### src/sv/ppm_frame_decoder_unit_macros.svh
// assertion macros shared by the ppm frame decoder modules
`ifndef PPM_FRAME_DECODER_UNIT_MACROS_SVH
`define PPM_FRAME_DECODER_UNIT_MACROS_SVH
`ifndef NO_ASSERTIONS
// same-cycle implication, checked out of reset
`define PPMFD_ASSERT_IMP(lbl, ante, cons) \
    lbl: assert property (@(posedge i_clk) disable iff (!i_rst_n) (ante) |-> (cons)) \
        else $error("ppmfd assertion failed");
// next-cycle implication, checked out of reset
`define PPMFD_ASSERT_NXT(lbl, ante, cons) \
    lbl: assert property (@(posedge i_clk) disable iff (!i_rst_n) (ante) |=> (cons)) \
        else $error("ppmfd assertion failed");
`else
`define PPMFD_ASSERT_IMP(lbl, ante, cons)
`define PPMFD_ASSERT_NXT(lbl, ante, cons)
`endif
`endif

### src/sv/ppmfd_pkg.sv
// shared types and constants of the ppm frame decoder
`default_nettype none
package ppmfd_pkg;

    // field widths
    localparam int TIME_W   = 32;
    localparam int WIDTH_W  = 16;
    localparam int CHAN_W   = 3;
    localparam int SCALED_W = 8;
    localparam int CFG_W    = 16;
    localparam int CFG_ADDR_W = 2;

    // default channel count per frame
    localparam int CHANNELS_DEF = 8;

    // register indexes
    localparam logic [CFG_ADDR_W-1:0] CFG_SYNC_GAP   = 2'd0;
    localparam logic [CFG_ADDR_W-1:0] CFG_PULSE_LOW  = 2'd1;
    localparam logic [CFG_ADDR_W-1:0] CFG_PULSE_HIGH = 2'd2;

    // register reset values
    localparam logic [CFG_W-1:0] SYNC_GAP_RST   = 16'd3000;
    localparam logic [CFG_W-1:0] PULSE_LOW_RST  = 16'd850;
    localparam logic [CFG_W-1:0] PULSE_HIGH_RST = 16'd2200;

    // divider sizing: numerator is |width - low| * 255, under 2^24
    localparam int NUM_W    = WIDTH_W + SCALED_W;
    localparam int DEN_W    = WIDTH_W;
    localparam int Q_STEPS  = SCALED_W + 1;
    localparam int STEP_CW  = $clog2(Q_STEPS + 1);
    localparam logic [SCALED_W-1:0] SCALED_MAX = '1;

    // divider request and response
    typedef struct packed {
        logic                 start;
        logic                 force_zero;
        logic [NUM_W-1:0]     num_mag;
        logic [DEN_W-1:0]     den_mag;
    } t_div_req;

    typedef struct packed {
        logic                 busy;
        logic                 done;
        logic [SCALED_W-1:0]  quotient;
    } t_div_rsp;

endpackage
`default_nettype wire

### src/sv/ppmfd_ifs.sv
// handshake interfaces of the ppm frame decoder: edge, result and register write
`default_nettype none
interface ppmfd_in_if import ppmfd_pkg::*; ();
    logic              valid;
    logic              ready;
    logic [TIME_W-1:0] edge_time;

    modport source (output valid, output edge_time, input ready);
    modport sink   (input valid, input edge_time, output ready);
endinterface

interface ppmfd_out_if import ppmfd_pkg::*; ();
    logic                valid;
    logic                ready;
    logic [CHAN_W-1:0]   channel_index;
    logic [WIDTH_W-1:0]  pulse_width_us;
    logic [SCALED_W-1:0] scaled_value;

    modport source (output valid, output channel_index, output pulse_width_us,
                    output scaled_value, input ready);
    modport sink   (input valid, input channel_index, input pulse_width_us,
                    input scaled_value, output ready);
endinterface

interface ppmfd_cfg_if import ppmfd_pkg::*; ();
    logic                  valid;
    logic                  ready;
    logic [CFG_ADDR_W-1:0] addr;
    logic [CFG_W-1:0]      data;

    modport source (output valid, output addr, output data, input ready);
    modport sink   (input valid, input addr, input data, output ready);
endinterface
`default_nettype wire

### src/sv/ppmfd_div.sv
// restoring divider giving the saturated 0..255 scaled value, one quotient bit a cycle
`default_nettype none
`include "ppm_frame_decoder_unit_macros.svh"
module ppmfd_div import ppmfd_pkg::*; (
    input  wire logic     i_clk,
    input  wire logic     i_rst_n,
    input  wire t_div_req i_req,
    output t_div_rsp      o_rsp
);

    logic [NUM_W-1:0]    r_rem, n_rem;
    logic [NUM_W-1:0]    r_dsh, n_dsh;
    logic [Q_STEPS-1:0]  r_q, n_q;
    logic [STEP_CW-1:0]  r_cnt, n_cnt;
    logic                r_busy, n_busy;
    logic                r_done, n_done;
    logic [NUM_W:0]      trial;
    logic                ge;

    // shared compare and subtract
    assign trial = {1'b0, r_rem} - {1'b0, r_dsh};
    assign ge    = !trial[NUM_W];

    // sequencer: load, then one quotient bit per cycle from 2^8 down to 2^0
    always_comb begin
        n_rem  = r_rem;
        n_dsh  = r_dsh;
        n_q    = r_q;
        n_cnt  = r_cnt;
        n_busy = r_busy;
        n_done = r_done;
        if (i_req.start) begin
            n_rem = i_req.num_mag;
            n_dsh = {i_req.den_mag, {SCALED_W{1'b0}}};
            n_q   = '0;
            n_cnt = STEP_CW'(Q_STEPS);
            if (i_req.force_zero) begin
                n_busy = 1'b0;
                n_done = 1'b1;
            end else begin
                n_busy = 1'b1;
                n_done = 1'b0;
            end
        end else if (r_busy) begin
            if (ge) begin
                n_rem = trial[NUM_W-1:0];
            end
            n_q   = {r_q[Q_STEPS-2:0], ge};
            n_dsh = r_dsh >> 1;
            n_cnt = r_cnt - 1'b1;
            if (r_cnt == STEP_CW'(1)) begin
                n_busy = 1'b0;
                n_done = 1'b1;
            end
        end
    end

    // control state
    always_ff @(posedge i_clk) begin
        if (!i_rst_n) begin
            r_busy <= 1'b0;
            r_done <= 1'b0;
            r_cnt  <= '0;
        end else begin
            r_busy <= n_busy;
            r_done <= n_done;
            r_cnt  <= n_cnt;
        end
    end

    // datapath
    always_ff @(posedge i_clk) begin
        r_rem <= n_rem;
        r_dsh <= n_dsh;
        r_q   <= n_q;
    end

    // top quotient bit set means the true quotient is 256 or more
    assign o_rsp.busy     = r_busy;
    assign o_rsp.done     = r_done;
    assign o_rsp.quotient = r_q[Q_STEPS-1] ? SCALED_MAX : r_q[SCALED_W-1:0];

    `PPMFD_ASSERT_IMP(a_busy_not_done, r_busy, !r_done)
    `PPMFD_ASSERT_NXT(a_start_takes, i_req.start, r_busy || r_done)
    `PPMFD_ASSERT_IMP(a_busy_has_steps, r_busy, r_cnt != '0)

endmodule
`default_nettype wire

### src/sv/ppm_frame_decoder_unit.sv
// PPM frame decoder top level: edge timing, frame tracking, register file, result register
//
// Each accepted word is the microsecond timestamp of a rising edge. An edge that
// is a frame sync, or that arrives once the frame already holds CHANNELS results,
// gives no result and leaves the block ready. An edge that gives a result passes
// from IDLE, where the interval is measured and registered, to PREP, where the
// scaling operands are formed and the divider started, to DIV, where the restoring
// divider gives one quotient bit a cycle; the result register is then loaded once
// it is free and the block is ready again. When the pulse limits are equal or the
// width lies on the zero side of the map the divider is bypassed. The result register
// lets the next edge be accepted while a result still waits to be taken. Register
// writes are taken at any time and must only be issued while the block is idle.
`default_nettype none
`include "ppm_frame_decoder_unit_macros.svh"
module ppm_frame_decoder_unit import ppmfd_pkg::*; #(
    parameter int CHANNELS = CHANNELS_DEF
) (
    input  wire logic   i_clk,
    input  wire logic   i_rst_n,
    ppmfd_in_if.sink    i_in,
    ppmfd_out_if.source o_out,
    ppmfd_cfg_if.sink   i_cfg
);

    localparam int CNT_W = $clog2(CHANNELS + 1);

    localparam logic [1:0] ST_IDLE = 2'd0;
    localparam logic [1:0] ST_PREP = 2'd1;
    localparam logic [1:0] ST_DIV  = 2'd2;

    logic [1:0]          r_state, n_state;
    logic [TIME_W-1:0]   r_prev;
    logic [CNT_W-1:0]    r_cnt, n_cnt;
    logic [CFG_W-1:0]    r_sync_gap, r_low, r_high;
    logic [WIDTH_W-1:0]  r_width;
    logic [CHAN_W-1:0]   r_chan;
    logic                r_out_valid, n_out_valid;
    logic [CHAN_W-1:0]   r_out_chan;
    logic [WIDTH_W-1:0]  r_out_width;
    logic [SCALED_W-1:0] r_out_scaled;

    logic                in_acc;
    logic [TIME_W-1:0]   interval;
    logic                is_sync;
    logic                emit;
    logic                out_load;
    logic [WIDTH_W:0]    diff, den;
    logic [WIDTH_W-1:0]  diff_mag, den_mag;
    t_div_req            div_req;
    t_div_rsp            div_rsp;

    // edge interval and frame decision
    assign in_acc   = i_in.valid && i_in.ready;
    assign interval = i_in.edge_time - r_prev;
    assign is_sync  = interval > {{(TIME_W-CFG_W){1'b0}}, r_sync_gap};
    assign emit     = !is_sync && (r_cnt < CNT_W'(CHANNELS));

    // scaling operands: signed width - low and high - low, as magnitudes
    assign diff     = {1'b0, r_width} - {1'b0, r_low};
    assign den      = {1'b0, r_high} - {1'b0, r_low};
    assign diff_mag = diff[WIDTH_W] ? WIDTH_W'(-diff) : diff[WIDTH_W-1:0];
    assign den_mag  = den[WIDTH_W] ? WIDTH_W'(-den) : den[WIDTH_W-1:0];

    always_comb begin
        div_req.start      = (r_state == ST_PREP);
        div_req.force_zero = (den_mag == '0) || (diff[WIDTH_W] != den[WIDTH_W]);
        div_req.num_mag    = {diff_mag, {SCALED_W{1'b0}}} - {{SCALED_W{1'b0}}, diff_mag};
        div_req.den_mag    = den_mag;
    end

    ppmfd_div u_div (
        .i_clk   (i_clk),
        .i_rst_n (i_rst_n),
        .i_req   (div_req),
        .o_rsp   (div_rsp)
    );

    // result register is loaded once the divider is done and the slot is free
    assign out_load = (r_state == ST_DIV) && div_rsp.done && (!r_out_valid || o_out.ready);

    // sequencer
    always_comb begin
        n_state = r_state;
        n_cnt   = r_cnt;
        case (r_state)
            ST_IDLE: begin
                if (in_acc) begin
                    if (is_sync) begin
                        n_cnt = '0;
                    end else if (emit) begin
                        n_cnt   = r_cnt + 1'b1;
                        n_state = ST_PREP;
                    end
                end
            end
            ST_PREP: begin
                n_state = ST_DIV;
            end
            ST_DIV: begin
                if (out_load) begin
                    n_state = ST_IDLE;
                end
            end
            default: begin
                n_state = ST_IDLE;
            end
        endcase
    end

    // output valid tracking
    always_comb begin
        n_out_valid = r_out_valid;
        if (out_load) begin
            n_out_valid = 1'b1;
        end else if (o_out.ready) begin
            n_out_valid = 1'b0;
        end
    end

    // control state and registers
    always_ff @(posedge i_clk) begin
        if (!i_rst_n) begin
            r_state     <= ST_IDLE;
            r_cnt       <= '0;
            r_prev      <= '0;
            r_out_valid <= 1'b0;
            r_sync_gap  <= SYNC_GAP_RST;
            r_low       <= PULSE_LOW_RST;
            r_high      <= PULSE_HIGH_RST;
        end else begin
            r_state     <= n_state;
            r_cnt       <= n_cnt;
            r_out_valid <= n_out_valid;
            if (in_acc) begin
                r_prev <= i_in.edge_time;
            end
            if (i_cfg.valid && i_cfg.ready) begin
                case (i_cfg.addr)
                    CFG_SYNC_GAP:   r_sync_gap <= i_cfg.data;
                    CFG_PULSE_LOW:  r_low      <= i_cfg.data;
                    CFG_PULSE_HIGH: r_high     <= i_cfg.data;
                    default: begin
                    end
                endcase
            end
        end
    end

    // item payload and result register
    always_ff @(posedge i_clk) begin
        if (in_acc) begin
            r_width <= interval[WIDTH_W-1:0];
            r_chan  <= CHAN_W'(r_cnt);
        end
        if (out_load) begin
            r_out_chan   <= r_chan;
            r_out_width  <= r_width;
            r_out_scaled <= div_rsp.quotient;
        end
    end

    // ports
    assign i_in.ready          = (r_state == ST_IDLE);
    assign i_cfg.ready         = 1'b1;
    assign o_out.valid         = r_out_valid;
    assign o_out.channel_index = r_out_chan;
    assign o_out.pulse_width_us = r_out_width;
    assign o_out.scaled_value  = r_out_scaled;

    `PPMFD_ASSERT_NXT(a_sync_restarts, in_acc && is_sync, r_cnt == '0)
    `PPMFD_ASSERT_IMP(a_cnt_bound, 1'b1, r_cnt <= CNT_W'(CHANNELS))
    `PPMFD_ASSERT_NXT(a_load_from_div, out_load, r_out_valid && (r_state == ST_IDLE))
    `PPMFD_ASSERT_IMP(a_div_idle_when_ready, i_in.ready, !div_rsp.busy)

endmodule
`default_nettype wire
### src/flat_wrapper.sv
// flat-port wrapper written by rule: the top's interface ports become plain ports
module ppm_frame_decoder_unit_flat import ppmfd_pkg::*;
#(
    parameter int CHANNELS = CHANNELS_DEF
)
  (i_clk, i_rst_n, i_in_valid, i_in_edge_time, i_in_ready, o_out_valid, o_out_channel_index, o_out_pulse_width_us, o_out_scaled_value, o_out_ready, i_cfg_valid, i_cfg_addr, i_cfg_data, i_cfg_ready);
  ppmfd_in_if i_in_i ();
  ppmfd_out_if o_out_i ();
  ppmfd_cfg_if i_cfg_i ();
  input  wire logic i_clk;
  input  wire logic i_rst_n;
  input wire logic [$bits(i_in_i.valid)-1:0] i_in_valid;
  input wire logic [$bits(i_in_i.edge_time)-1:0] i_in_edge_time;
  output wire logic [$bits(i_in_i.ready)-1:0] i_in_ready;
  output wire logic [$bits(o_out_i.valid)-1:0] o_out_valid;
  output wire logic [$bits(o_out_i.channel_index)-1:0] o_out_channel_index;
  output wire logic [$bits(o_out_i.pulse_width_us)-1:0] o_out_pulse_width_us;
  output wire logic [$bits(o_out_i.scaled_value)-1:0] o_out_scaled_value;
  input wire logic [$bits(o_out_i.ready)-1:0] o_out_ready;
  input wire logic [$bits(i_cfg_i.valid)-1:0] i_cfg_valid;
  input wire logic [$bits(i_cfg_i.addr)-1:0] i_cfg_addr;
  input wire logic [$bits(i_cfg_i.data)-1:0] i_cfg_data;
  output wire logic [$bits(i_cfg_i.ready)-1:0] i_cfg_ready;
  assign i_in_i.valid = i_in_valid;
  assign i_in_i.edge_time = i_in_edge_time;
  assign i_in_ready = i_in_i.ready;
  assign o_out_valid = o_out_i.valid;
  assign o_out_channel_index = o_out_i.channel_index;
  assign o_out_pulse_width_us = o_out_i.pulse_width_us;
  assign o_out_scaled_value = o_out_i.scaled_value;
  assign o_out_i.ready = o_out_ready;
  assign i_cfg_i.valid = i_cfg_valid;
  assign i_cfg_i.addr = i_cfg_addr;
  assign i_cfg_i.data = i_cfg_data;
  assign i_cfg_ready = i_cfg_i.ready;
  ppm_frame_decoder_unit #(.CHANNELS(CHANNELS)) u_core (.i_clk(i_clk), .i_rst_n(i_rst_n), .i_in(i_in_i), .o_out(o_out_i), .i_cfg(i_cfg_i));
endmodule
### config.mk
export PLATFORM = sky130hd
export DESIGN_NAME = ppm_frame_decoder_unit_flat
export DESIGN_NICKNAME = d
export VERILOG_FILES = /design/src/sv/ppmfd_pkg.sv /design/src/sv/ppmfd_ifs.sv /design/src/sv/ppmfd_div.sv /design/src/sv/ppm_frame_decoder_unit.sv /design/src/flat_wrapper.sv
export VERILOG_INCLUDE_DIRS = /design/src /design/src/sv
export SDC_FILE = /design/constraint.sdc
export NUM_CORES = 1
export LEC_CHECK = 0
export BUFFER_PORTS_ARGS = -buffer_cell sky130_fd_sc_hd__buf_2
export CORE_AREA = 2 2 164 166
export CTS_BUF_LIST = sky130_fd_sc_hd__clkbuf_4 sky130_fd_sc_hd__clkbuf_8 sky130_fd_sc_hd__clkbuf_16
export CTS_CLUSTER_DIAMETER = 80
export DETAILED_ROUTE_END_ITERATION = 10
export DIE_AREA = 0 0 166 168
export HOLD_SLACK_MARGIN = 0.08
export PLACE_DENSITY_LB_ADDON = 0.12
export REMOVE_ABC_BUFFERS = 1
export SYNTH_ARGS = -nofsm -noshare
export SYNTH_HDL_FRONTEND = slang
export SYNTH_HIERARCHICAL = 1
export SYNTH_SLANG_ARGS = --single-unit
### constraint.sdc
create_clock -name i_clk -period 5.18 [get_ports i_clk]
set_clock_uncertainty 0.2 [all_clocks]
set_input_delay 0.518 -clock i_clk [delete_from_list [all_inputs] [get_ports i_clk]]
set_output_delay 0.518 -clock i_clk [all_outputs]
set_load 0.01 [all_outputs]
After elaboration in Yosys (flattened, before gate mapping)
Index checks and enable logic that the tools add are counted.

Output and inout port bits: 30. ROM bits: 0. Bits in writable memories: 0. Word-level logic and storage cells: 93. Bits in latches: 0. Memories kept: 0. Input port bits: 55. Register bits after elaboration: 196.

Reduce and logical (&&, ||, !) cells: 24. Multiply operators: 0. Shift-type cells: 0. Equal/unequal tests: 11. $add $sub $neg: 9. Bitwise operators: 1. Order comparisons: 2. Multiplexer cells: 26. Div/mod/pow operators: 0.

Operators by type and width (number): 24-bit two-way mux (5); 16-bit by 16-bit subtractor with 17-bit output (2); 32-bit by 16-bit greater-than comparator with 1-bit output (1); 16-bit two-way mux (2); 16-bit negator (2); 32-bit subtractor (1); 24-bit by 24-bit subtractor with 25-bit output (1); 24-bit by 16-bit subtractor with 24-bit output (1); 16-bit logical NOT (1); 4-bit two-way mux (4); 1-bit two-way mux (10); 2-bit AND reduction (5); 2-bit two-way mux (4); 2-bit nonzero test (4); 2-bit inequality test (second input constant) (3); 2-bit case mux with 3 select lines (1); 4-bit by 1-bit adder with 4-bit output (second input constant) (1); 2-bit by 1-bit equality test with 1-bit output (second input constant) (2); 2-bit equality test (second input constant) (2); 4-bit by 1-bit equality test with 1-bit output (second input constant) (1); 1-bit logical AND (4); 2-bit logical NOT (2); 4-bit less-than comparator (second input constant) (1); 2-bit by 1-bit inequality test with 1-bit output (second input constant) (2); 8 further kinds (11).

Longest topological paths before layout
Depth after elaboration: 8. Gate-level depth with buffers: 24. Mapped depth without buffers: 24.

By module
Netlist, hierarchy kept.

By module, submodules not included: ppm_frame_decoder_unit (instances 1, area an instance 10655.2 um2, seq. area each 3123.0 um2, cells each 1300); ppmfd_div (instances 1, area an instance 4111.4 um2, seq. area each 1661.6 um2, cells each 466).

Worst setup path before layout
Ideal clock, no wire load.

Path type: register to register. Start: register u_core.r_width[0]. End: register u_core.u_div.r_rem[22], data pin. Arrival time: 4.850 ns. Cell stages (with the launch flop): 25. Clock period less this slack: 5.309 ns. Path slack: -0.129 ns. Buffers on the path: 2. Required time: 4.721 ns. Library setup time: 0.259 ns. Path through: edfxtp_1 inv_1 ha_1 inv_1 fa_1 nand3_1 nand2_1 a21oi_1 a41o_1 clkbuf_1 clkbuf_1 o21ai_0 xnor2_1 inv_1 ha_1 nand3_1 a2111o_1 and3_1 mux2_2 o31ai_4 a311o_2 and4_1 a311oi_1 o22ai_1 nor3_1.

RTL lines: start: declaration (RTL line ppm_frame_decoder_unit.sv:35) `logic [WIDTH_W-1:0] r_width;`; start signal: assignment (RTL line ppm_frame_decoder_unit.sv:152) `r_width <= interval[WIDTH_W-1:0];`; end signal: assignment (RTL line ppmfd_div.sv:73) `r_rem <= n_rem;`; end: declaration (RTL line ppmfd_div.sv:11) `logic [NUM_W-1:0] r_rem, n_rem;`.

Worst setup path in the final report
Start: register u_core.r_prev[1]. End: register u_core.r_cnt[3].

Longest elaborated chain between the ends: 6. Elaborated cells on any way between the ends: 7. Classes of those cells: add/sub: 1; order compare: 1; mux: 1; reduce/logical: 4.

Ends and longest elaborated chain: start: declaration (RTL line ppm_frame_decoder_unit.sv:32) `logic [TIME_W-1:0] r_prev;`; start signal: assignment (RTL line ppm_frame_decoder_unit.sv:135) `r_prev <= i_in.edge_time;`; 32-bit subtractor (*) (RTL line ppm_frame_decoder_unit.sv:54) `assign interval = i_in.edge_time - r_prev;`; named net u_core.interval[15] (RTL line ppm_frame_decoder_unit.sv:43) `logic [TIME_W-1:0] interval;`; 32-bit by 16-bit greater-than comparator with 1-bit output (*) (RTL line ppm_frame_decoder_unit.sv:55) `assign is_sync = interval > {{(TIME_W-CFG_W){1'b0}}, r_sync_gap};`; 1-bit logical NOT (RTL line ppm_frame_decoder_unit.sv:56) `assign emit = !is_sync && (r_cnt < CNT_W'(CHANNELS));`; 1-bit logical AND (RTL line ppm_frame_decoder_unit.sv:56); 2-bit nonzero test (no source line); 3-bit AND reduction (no source line); end signal: assignment (RTL line ppm_frame_decoder_unit.sv:132) `r_cnt <= n_cnt;`; end: declaration (RTL line ppm_frame_decoder_unit.sv:33) `logic [CNT_W-1:0] r_cnt, n_cnt;`.

Mark *: on every way through the listed nets, which the timed path passes. The rest lies on a longest branch. A chain may end at the register's enable or synchronous reset.

==> run_results.csv <==
group,metric,value,unit
sta,fmax,199.9,MHz
cells_and_area,layout_commonest_cell,"nand2_1",
setup_path,rr_endpoint,"u_core/r_cnt[3]",
route,first_pass_iters,5,
sta,period_needed,5001,ps
setup_path,timing.rr.start,"u_core/r_prev[1]",
cts,clock_path_buffers,2,
sta,setup_viol,0,
sta,rsz0062_at_grt,"yes",
global_route,overflow,0,
cts,cts_tree,"built",
sta,finalSetupTns,0,ps
sta,relSlewSlack,30.64,%
sta,drv_slew,0,
route,wirelength,36.06,mm
cells_and_area,fin_util,62.76,%
route,vias,12850,
sta,setup_ws,178.6,ps
yosys,netlist_area,14760,sq um
power,internal-power,3.307,mW
route,drtIter0Drc,884,
setup_path,crit_chain,"inv_1 -> ha_1 -> nor2b_1 -> o21ai_2 -> a21oi_2 -> o31ai_1 -> buf_4 -> a31oi_1 -> o21ai_1 -> nand2b_1 -> a21oi_2 -> xnor2_2 -> ha_1 -> a211o_1 -> a221o_1 -> o21a_1 -> or4_1 -> nor3_1 -> and3b_1 -> nand4_1 -> nor3_2 -> buf_4 -> a21oi_1 -> nor3b_1",
die,dieArea,27890,sq um
setup_path,crit_slowest_cell,"or4_1",
placement,post-dp-hpwl,27.38,mm
die,row_count,60,
cells_and_area,area_growth,12.05,%
route,routed.top_layer,"met4",
global_route,grt_max_degree,93,
cts,clk_pin_slew,90,ps
cells_and_area,drive_gt1_share,14.10,%
power,switching_power,2.019,mW
setup_path,reg2reg_slack,180,ps
global_route,antenna_found_initial,0,
setup_path,worstPathMaxFanout,6,
cells_and_area,mostFrequentLayoutCells,"nand2_1 (274), inv_1 (126), a21oi_1 (112)",
die,core_region_area,26350,sq um
setup_path,crit_required,5330,ps
cells_and_area,diodes,0,
sta,post-route-period-util,96.55,%
route,wl_met3,1.274,mm
setup_path,crit_type,"flop to flop",
die,ioPinCount,85,
route,wl_met2,17.48,mm
power,p_leak,6.640,nW
die,start_util,56.01,%
power,max-vdd-ir-drop,0.2265,mV
cts,hold_buffers,0,
route,drc,0,
min_path,min_from,"i_in_edge_time[5]",
min_path,hold_depth,3,
route,avgViaCountPerCell,5.804,
setup_path,critical-path-max-stage-delay,470,ps
global_route,track_usage,25.31,%
sta,fin_hold_ws,124.0,ps
setup_path,crit_path_end_kind,"flop",
route,met1Wirelength,16.63,mm
power,p_sw_share,37.91,%
yosys,yosys_warnings,6,
run_status,status,"complete, no violations",
setup_path,cp-start-kind,"flop",
cells_and_area,fin_nets,2031,
route,ant_nets,0,
power,power_density,322.1,nW/um^2
cts,cts.htree.levels,4,
min_path,hold_path.class,"input pin to flop",
cts,clk_latency,440,ps
yosys,netlist_instances,1765,
placement,gp_congestion,0.9067,
cts,clock-sinks,196,
setup_path,worstPathArrival,5150,ps
min_path,hold_path_end,"u_core/r_prev[5]",
placement,post-place-ws,-267.9,ps
placement,io_buffers,83,
sta,hold_viol,0,
run,drv_cap,0,
die,die_w,166,microns
yosys,syn_area_per_cell,8.362,sq um
global_route,grt_first_pass_wirelength,58.79,mm
die,die_y,168,microns
setup_path,r2r_cells,24,
power,clkPwrFrac,25.2,%
global_route,grt_pass1_vias,12010,
route,wl_per_cell,16.29,microns
power,seqPwrFrac,31.8,%
cts,clockRootBuffer,"clkbuf_16",
sta,worst_pin_slew,1040,ps
power,combPwrFrac,43.0,%
cts,cts_buffers,17,
## power groups by stage
stage	Combinational (mW)	Clock [mW]	Sequential, mW
floorplan	1.60	0	1.71
global placement	2.15	0	1.72
detailed placement	2.19	0	1.73
CTS	2.20	1.38	1.69
global route	2.51	1.43	1.70
finish	2.29	1.34	1.69
## through the flow
stage	power, mW	area (sq um)	instances
global route	5.629	16540	2214
finish	5.327	16540	2214
global placement	3.879	15750	2177
CTS	5.270	16350	2209
detailed placement	3.913	15750	2177
floorplan	3.312	14450	1695
## final cells by class
class	count	area [sq um]
fillers	2327	9813
multi-input cells	1372	9363
flip-flops and latches	196	4786
repair buffers	146	888.4
inverters	127	476.7
clock buffers	18	439.2
well taps	341	426.7
clock inverters	14	157.7
## registers in the layout, summed over array words and instances, names as in the netlist, 3 cells and up
register,cells
u_core/r_prev,32
u_core/u_div/r_dsh,24
u_core/u_div/r_rem,24
u_core/o_out.pulse_width_us,16
u_core/r_high,16
u_core/r_low,16
u_core/r_sync_gap,16
u_core/r_width,16
u_core/u_div/r_q,9
u_core/o_out.scaled_value,8
u_core/r_cnt,4
u_core/u_div/r_cnt,4
u_core/o_out.channel_index,3
u_core/r_chan,3
## routing by layer
metal | up-vias | track usage, %
met5 | - | 0
met4 | 0 | 7.297
met3 | 35 | 2.727
met2 | 275 | 44.45
met1 | 6035 | 33.09
li1 | 6504 | -
## how the worst max path moves through the flow
stage / startpoint / to / slack [ps] / cells after the start
floorplan: u_core/r_state[0] / u_core/u_div/r_rem[0] / -540 / 3
global placement: i_in_edge_time[0] / u_core/r_cnt[2] / -150 / 27
detailed placement: i_in_edge_time[0] / u_core/r_cnt[2] / -270 / 27
CTS: u_core/r_prev[0] / u_core/r_cnt[2] / 20 / 25
global route: u_core/r_prev[1] / u_core/r_cnt[2] / -60 / 24
finish: u_core/r_prev[1] / u_core/r_cnt[3] / 180 / 24
## repair_timing
item                                    4_1_cts  5_1_grt
gates resized for setup                       1       36
endpoints found under the setup margin        1       14
setup buffers                                 0        5
pin swaps                                     0       25
## worst max-delay path, delay by kind of cell, from the launching register on
kind,cells,cell delay (ps)
xor gates and xnor gates,1,160
AOI/OAI and AO/OA,10,1770
adders and majority gates,2,540
DFF,1,330
buffers and inverters,3,410
and+or+nand+nor,8,1480
(Power assumes the default switching activity.)
